### config.mk
export PLATFORM = sky130hd
export DESIGN_NAME = bios_time_of_day_service_core
export DESIGN_NICKNAME = d
export VERILOG_FILES = /design/src/sv/btod_pkg.sv /design/src/sv/bios_time_of_day_service_core.sv /design/src/sv/btod_secs_to_bcd.sv
export VERILOG_INCLUDE_DIRS = /design/src /design/src/sv
export SDC_FILE = /design/constraint.sdc
export NUM_CORES = 2
export LEC_CHECK = 0
export BUFFER_PORTS_ARGS = -buffer_cell sky130_fd_sc_hd__buf_2
export CAP_MARGIN = 20
export CORE_UTILIZATION = 55
export CTS_CLUSTER_DIAMETER = 30
export CTS_CLUSTER_SIZE = 12
export DETAILED_ROUTE_END_ITERATION = 8
export HOLD_SLACK_MARGIN = 0.15
export PLACE_DENSITY_LB_ADDON = 0.12
export SYNTH_ARGS = -nofsm -noshare
export SYNTH_HDL_FRONTEND = slang
export SYNTH_SLANG_ARGS = --single-unit
### constraint.sdc
create_clock -name aclk -period 23.9 [get_ports aclk]
set_input_delay 0 -clock aclk [delete_from_list [all_inputs] [get_ports aclk]]
set_output_delay 0 -clock aclk [all_outputs]
set_load 0.1 [all_outputs]
### src/sv/bios_time_of_day_service_core_assert.svh
// Assertion macros for the time-of-day service core.
`ifndef BIOS_TIME_OF_DAY_SERVICE_CORE_ASSERT_SVH
`define BIOS_TIME_OF_DAY_SERVICE_CORE_ASSERT_SVH

`ifndef NO_ASSERTIONS
`define BTOD_ASSERT_SAME(label, clk, rstn, ante, cons, msg) \
    label: assert property (@(posedge clk) disable iff (!(rstn)) (ante) |-> (cons)) \
        else $error(msg);
`define BTOD_ASSERT_NEXT(label, clk, rstn, ante, cons, msg) \
    label: assert property (@(posedge clk) disable iff (!(rstn)) (ante) |=> (cons)) \
        else $error(msg);
`else
`define BTOD_ASSERT_SAME(label, clk, rstn, ante, cons, msg)
`define BTOD_ASSERT_NEXT(label, clk, rstn, ante, cons, msg)
`endif

`endif

### src/sv/btod_pkg.sv
package btod_pkg;

    localparam logic [31:0] DAY_TICKS = 32'h001800B0;

    localparam logic [2:0] FUNC_TICK  = 3'd0;
    localparam logic [2:0] FUNC_HOOK  = 3'd1;
    localparam logic [2:0] FUNC_GET   = 3'd2;
    localparam logic [2:0] FUNC_SET   = 3'd3;
    localparam logic [2:0] FUNC_CLOCK = 3'd4;

    typedef struct packed {
        logic [31:0] tick;
        logic [7:0]  roll;
        logic        handled;
        logic        chain;
        logic        clk;
    } meta_t;

    // packed BCD of a value below 60
    function automatic logic [6:0] bcd_of(input logic [5:0] v);
        logic [2:0] tens;
        logic [5:0] units;
        if (v >= 6'd50) begin
            tens = 3'd5; units = v - 6'd50;
        end else if (v >= 6'd40) begin
            tens = 3'd4; units = v - 6'd40;
        end else if (v >= 6'd30) begin
            tens = 3'd3; units = v - 6'd30;
        end else if (v >= 6'd20) begin
            tens = 3'd2; units = v - 6'd20;
        end else if (v >= 6'd10) begin
            tens = 3'd1; units = v - 6'd10;
        end else begin
            tens = 3'd0; units = v;
        end
        return {tens, units[3:0]};
    endfunction

endpackage

### src/sv/bios_time_of_day_service_core.sv
// Throughput: one item per cycle; the whole 7-register pipeline holds
// while a result waits on m_ready, and the seconds-to-BCD chain sets depth.
// Reset (aresetn low, synchronous): tick count and rollover byte go to zero,
// the pipeline is emptied.
module bios_time_of_day_service_core
    import btod_pkg::*;
(
    input  logic        aclk,
    input  logic        aresetn,
    input  logic        s_valid,
    output logic        s_ready,
    input  logic [2:0]  s_func,
    input  logic [31:0] s_new_ticks,
    input  logic [31:0] s_clock_seconds,
    output logic        m_valid,
    input  logic        m_ready,
    output logic [31:0] m_tick_count,
    output logic [7:0]  m_rollover_count,
    output logic [5:0]  m_hours_bcd,
    output logic [6:0]  m_minutes_bcd,
    output logic [6:0]  m_seconds_bcd,
    output logic        m_handled,
    output logic        m_chain_hook
);

    logic        adv;
    logic [6:0]  vld_reg;
    logic [2:0]  func_reg;
    logic [31:0] new_ticks_reg;
    logic [31:0] secs_reg;
    logic [31:0] tick_reg, tick_next;
    logic [7:0]  roll_reg, roll_next;
    meta_t       meta_next;
    meta_t       meta_reg [1:6];
    logic [31:0] tick_inc;
    logic [5:0]  hb;
    logic [6:0]  mb;
    logic [6:0]  sb;

    assign adv     = !vld_reg[6] || m_ready;
    assign s_ready = adv;

    always_comb begin
        tick_next = tick_reg;
        roll_next = roll_reg;
        tick_inc  = tick_reg + 32'd1;
        meta_next.handled = 1'b1;
        meta_next.chain   = 1'b0;
        meta_next.clk     = 1'b0;
        case (func_reg)
            FUNC_TICK: begin
                meta_next.chain = 1'b1;
                if (tick_inc >= DAY_TICKS) begin
                    tick_next = '0;
                    roll_next = roll_reg + 8'd1;
                end else begin
                    tick_next = tick_inc;
                end
            end
            FUNC_HOOK, FUNC_GET: begin
            end
            FUNC_SET: begin
                tick_next = new_ticks_reg;
                roll_next = '0;
            end
            FUNC_CLOCK: begin
                meta_next.clk = 1'b1;
            end
            default: begin
                meta_next.handled = 1'b0;
            end
        endcase
        meta_next.tick = tick_next;
        meta_next.roll = roll_next;
    end

    always_ff @(posedge aclk) begin
        if (!aresetn) begin
            vld_reg  <= '0;
            tick_reg <= '0;
            roll_reg <= '0;
        end else if (adv) begin
            vld_reg <= {vld_reg[5:0], s_valid};
            if (vld_reg[0]) begin
                tick_reg <= tick_next;
                roll_reg <= roll_next;
            end
        end
    end

    always_ff @(posedge aclk) begin
        if (adv) begin
            func_reg      <= s_func;
            new_ticks_reg <= s_new_ticks;
            secs_reg      <= s_clock_seconds;
            meta_reg[1]   <= meta_next;
            for (int i = 2; i <= 6; i++) begin
                meta_reg[i] <= meta_reg[i-1];
            end
        end
    end

    btod_secs_to_bcd u_conv (
        .aclk        (aclk),
        .en          (adv),
        .secs        (secs_reg),
        .hours_bcd   (hb),
        .minutes_bcd (mb),
        .seconds_bcd (sb)
    );

    assign m_valid          = vld_reg[6];
    assign m_tick_count     = meta_reg[6].tick;
    assign m_rollover_count = meta_reg[6].roll;
    assign m_handled        = meta_reg[6].handled;
    assign m_chain_hook     = meta_reg[6].chain;
    assign m_hours_bcd      = meta_reg[6].clk ? hb : 6'd0;
    assign m_minutes_bcd    = meta_reg[6].clk ? mb : 7'd0;
    assign m_seconds_bcd    = meta_reg[6].clk ? sb : 7'd0;

`include "bios_time_of_day_service_core_assert.svh"

    `BTOD_ASSERT_NEXT(a_tick_below_day, aclk, aresetn, adv && vld_reg[0] && func_reg == FUNC_TICK, tick_reg < DAY_TICKS, "tick left count at or above a day")
    `BTOD_ASSERT_NEXT(a_set_loads, aclk, aresetn, adv && vld_reg[0] && func_reg == FUNC_SET, roll_reg == 8'd0 && tick_reg == $past(new_ticks_reg), "set item did not load count")
    `BTOD_ASSERT_SAME(a_chain_handled, aclk, aresetn, m_valid, !m_chain_hook || m_handled, "chain request on unhandled item")
    `BTOD_ASSERT_SAME(a_bcd_digits, aclk, aresetn, m_valid && meta_reg[6].clk, m_seconds_bcd[3:0] <= 4'd9 && m_seconds_bcd[6:4] <= 3'd5 && m_minutes_bcd[3:0] <= 4'd9 && m_minutes_bcd[6:4] <= 3'd5, "bad BCD digit")

endmodule

### src/sv/btod_secs_to_bcd.sv
module btod_secs_to_bcd
    import btod_pkg::*;
(
    input  logic        aclk,
    input  logic        en,
    input  logic [31:0] secs,
    output logic [5:0]  hours_bcd,
    output logic [6:0]  minutes_bcd,
    output logic [6:0]  seconds_bcd
);

    // 86400 = 128 * 675; 3600 = 16 * 225; 60 = 4 * 15
    localparam logic [25:0] RCP_675 = 26'd50903316;   // floor(2^35 / 675)
    localparam logic [12:0] RCP_225 = 13'd4660;       // floor(2^20 / 225)
    localparam logic [10:0] RCP_15  = 11'd1092;       // floor(2^14 / 15)

    logic [15:0] s1_q_reg, s1_q_next;
    logic [31:0] s1_secs_reg;
    logic [16:0] s2_rd_reg, s2_rd_next;
    logic [4:0]  s3_hq_reg, s3_hq_next;
    logic [16:0] s3_rd_reg;
    logic [4:0]  s4_h_reg, s4_h_next;
    logic [11:0] s4_rh_reg, s4_rh_next;
    logic [5:0]  s5_mq_reg, s5_mq_next;
    logic [4:0]  s5_h_reg;
    logic [11:0] s5_rh_reg;
    logic [5:0]  s6_hb_reg, s6_hb_next;
    logic [6:0]  s6_mb_reg, s6_mb_next;
    logic [6:0]  s6_sb_reg, s6_sb_next;

    logic [50:0] p1;
    logic [25:0] r1;
    logic [9:0]  rem675;
    logic [24:0] p3;
    logic [16:0] r3;
    logic [19:0] p5;
    logic [11:0] r5;
    logic [5:0]  min_v;
    logic [5:0]  sec_v;
    logic [6:0]  hb_full;

    always_comb begin
        // quotient estimate of secs[31:7] / 675, low by at most one
        p1        = 51'(secs[31:7]) * 51'(RCP_675);
        s1_q_next = p1[50:35];

        r1     = 26'(s1_secs_reg[31:7]) - 26'(s1_q_reg) * 26'd675;
        rem675 = (r1 >= 26'd675) ? 10'(r1 - 26'd675) : r1[9:0];
        s2_rd_next = {rem675, s1_secs_reg[6:0]};

        p3         = 25'(s2_rd_reg[16:4]) * 25'(RCP_225);
        s3_hq_next = p3[24:20];

        r3 = s3_rd_reg - 17'(s3_hq_reg) * 17'd3600;
        if (r3 >= 17'd3600) begin
            s4_h_next  = s3_hq_reg + 5'd1;
            s4_rh_next = 12'(r3 - 17'd3600);
        end else begin
            s4_h_next  = s3_hq_reg;
            s4_rh_next = r3[11:0];
        end

        p5         = 20'(s4_rh_reg[11:2]) * 20'(RCP_15);
        s5_mq_next = p5[19:14];

        r5 = s5_rh_reg - 12'(s5_mq_reg) * 12'd60;
        if (r5 >= 12'd60) begin
            min_v = s5_mq_reg + 6'd1;
            sec_v = 6'(r5 - 12'd60);
        end else begin
            min_v = s5_mq_reg;
            sec_v = r5[5:0];
        end
        hb_full    = bcd_of({1'b0, s5_h_reg});
        s6_hb_next = hb_full[5:0];
        s6_mb_next = bcd_of(min_v);
        s6_sb_next = bcd_of(sec_v);
    end

    always_ff @(posedge aclk) begin
        if (en) begin
            s1_q_reg    <= s1_q_next;
            s1_secs_reg <= secs;
            s2_rd_reg   <= s2_rd_next;
            s3_hq_reg   <= s3_hq_next;
            s3_rd_reg   <= s2_rd_reg;
            s4_h_reg    <= s4_h_next;
            s4_rh_reg   <= s4_rh_next;
            s5_mq_reg   <= s5_mq_next;
            s5_h_reg    <= s4_h_reg;
            s5_rh_reg   <= s4_rh_reg;
            s6_hb_reg   <= s6_hb_next;
            s6_mb_reg   <= s6_mb_next;
            s6_sb_reg   <= s6_sb_next;
        end
    end

    assign hours_bcd   = s6_hb_reg;
    assign minutes_bcd = s6_mb_reg;
    assign seconds_bcd = s6_sb_reg;

endmodule

==> metrics <==
EDFF count, synth 472; Fillers 4813; die area 0.0671 mm2; Critical Path RT about 24 ns; Setup crit end kind register; distinct cell type count after synthesis 91; most frequent cell after synthesis ha_1; antenna cell count 0; Post-Syn Nets around 4k; upper clock frequency limit 0.133 GHz; Final Util 0.655; final WL ~73 mm; Mapped Cells about 3.0k; Buf/Inv on CP 2; Post-CTS Setup Inserts 0; CTS-repair resized insts 0; GRT Overall Usage 0.227; Final Setup Violations 0; Post-route DRC 0; Multi-input gate area about 0.019 mm2; Final Cycle Share 0.313; Slew Viols, Final 0; Clk pin slew, worst setup/hold paths 0.05 ns; Top Family by Delay on Critical Path adder cells; RR Startpoint secs_reg[14]; Num CTS Buffers 95; worst-path fanout max 11; status completed; htree depth 3; most frequent CP cell fa_1; cell-by-cell listing of the critical path fa_1 > ha_1 > inv_1 > fa_1 > inv_1 > fa_1 > fa_1 > fa_1 > fa_1 > ha_1 > nand2_1 > or2_2 > o221ai_1 > a21oi_1 > or4b_1 > a311oi_1 > a41oi_1 > o31ai_2 > o41ai_1 > o21bai_1 > xnor2_1; initial antenna violation count 0; CTS tree done; # nets final around 4.2k; top cells by count, synth ha_1 (578), inv_1 (497), edfxtp_1 (472); Synth Cell Area 0.0364 mm2; Register Area 0.0151 mm2; Hold Vio Cnt, Final 0; synthesized area per cell ~12 um2; hpwl dp 51.4 mm; Rows 93; clk root buf clkbuf_16; DRT iter0 DRCs 1411; Worst Hold Path EP vld_reg[5]; worst reg2reg path endpoint u_conv.s1_q_reg[15]; ys flop type edfxtp_1; worst skew pair latency around 0.67 ns; first-pass GRT wire length 122 mm; GRT overflow 0; FF-to-FF setup slack between 15 and 20 ns; Setup crit start secs_reg[14]; yosys warns 0; clk buf depth 3; Worst path max stage delay 0.63 ns; post-synthesis async set-or-reset flop share 0; layout cells sized above 1 0.101; worst reg-to-reg path cell count 21; Antenna Nets Post-Route 0; crit path kind register to register; hold path start m_ready; TNS Setup 0 ns; Largest register FFs 258; Relative slew margins 0.284; placer congestion estimate 0.874; pin count of the biggest net entering global routing 180; worst slew pin tran 1.07 ns; Vias/cell 5.44; post-synth top area cell edfxtp_1; IO Count 135; Hold Crit Class input pin to register; Tmin final 7.49 ns; Synth area leaders edfxtp_1 (39%), ha_1 (20%), fa_1 (14%), inv_1 (5.1%), dfxtp_1 (2.6%); crit path DAT around 7.9 ns; area share of the largest cell type after synthesis 0.390; sequential area share after synthesis 0.416; worst clock skew between 0.06 and 0.07 ns; max-cap violations 0; RSZ-0062 raised after global routing no; drt pass-1 iters 5; Layout area overhead 17.0%; Avg WL per Cell ~17 um; Core Area 0.0649 mm2; hold-critical path depth 5; Vias 23.0k; number of global-route vias before repair 24.3k; number of buffers added on ports 134; CTS Sinks 519; crit start category register; slowest cell on the critical path edfxtp_1; Die W 259 um; synthesis-stage register bit count 519; Initial Util 0.560; Die Y 259 um
per-layer routing:
metal | up-vias | share of wire | global-route usage
li1 | 11100 | - | -
met1 | 11200 | 0.44 | 0.297
met2 | 494 | 0.49 | 0.389
met3 | 131 | 0.038 | 0.0305
met4 | 0 | 0.026 | 0.0746
met5 | - | 0 | 0
layout make-up:
class                   count  share of cell area
well taps                 855              0.0251
inverters                 499              0.0442
clock buffers             120              0.0602
clock inverters            59              0.0208
flip-flops and latches    519               0.355
repair buffers            283              0.0505
multi-input cells        1896               0.444
placed cells by master, fill, tap and decap left out, types with 16 or more instances in the layout:
master         count
a21boi_0          23
dfxtp_1           47
nand2b_1          16
clkbuf_16         95
o21a_1            28
and3_1            22
nor3b_1           16
inv_1            497
fa_1             247
a211oi_1          21
o21ai_0           96
nand4_1           17
nor2_1           109
a21oi_1           86
xnor2_1           60
nor2b_1           16
buf_2            134
nand3_1           41
a31oi_1           17
dlygate4sd3_1    139
clkbuf_1          16
nor3_1            42
ha_1             578
xor2_1            34
nand2_1          129
edfxtp_1         472
nor4_1            17
and2_1            31
a21o_1            34
cells by family (layout without fill, tap and decap cells):
family          Yosys count  count (layout)  share of synthesized area
compound gates          454             454                     0.0864
xor+xnor                 95              95                     0.0231
fa+ha+maj               825             825                      0.335
buf+inv                 587             961                     0.0651
flops                   519             519                      0.416
mux                      16              16                    0.00458
simple gates            506             506                     0.0703
worst max path at each step:
stage               slack, ns  depth (start not counted)                  end
finish                  16.41                         21  u_conv.s1_q_reg[15]
detailed placement      16.42                         21  u_conv.s1_q_reg[15]
floorplan                9.05                          8         tick_reg[15]
CTS                     16.40                         21  u_conv.s1_q_reg[15]
global placement        16.51                         21  u_conv.s1_q_reg[15]
global route            16.01                         21  u_conv.s1_q_reg[15]
worst min-delay path, cell delays in order:
cell           delay, ns
dlygate4sd3_1       0.52
buf_2               0.10
nor2b_1             0.16
nand2_1             0.12
a21boi_0            0.07
what timing repair did:
item | in CTS | in global routing
hold buffers | 139 | 0
hold endpoints to repair | 113 | 0
endpoints found under the setup margin | 0 | 0
metrics by stage:
stage	area, um2	hold slack [ns]	setup slack [ns]	instances
floorplan	36400	0.0989	9.05	3002
global placement	37700	0.176	16.51	3913
detailed placement	37700	0.178	16.42	3913
CTS	42500	0.331	16.40	4231
global route	42500	0.370	16.01	4231
finish	42500	0.365	16.41	4231
Power is not shown: default switching activity piles up to over one toggle a cycle in this logic, so the estimate is an artifact.
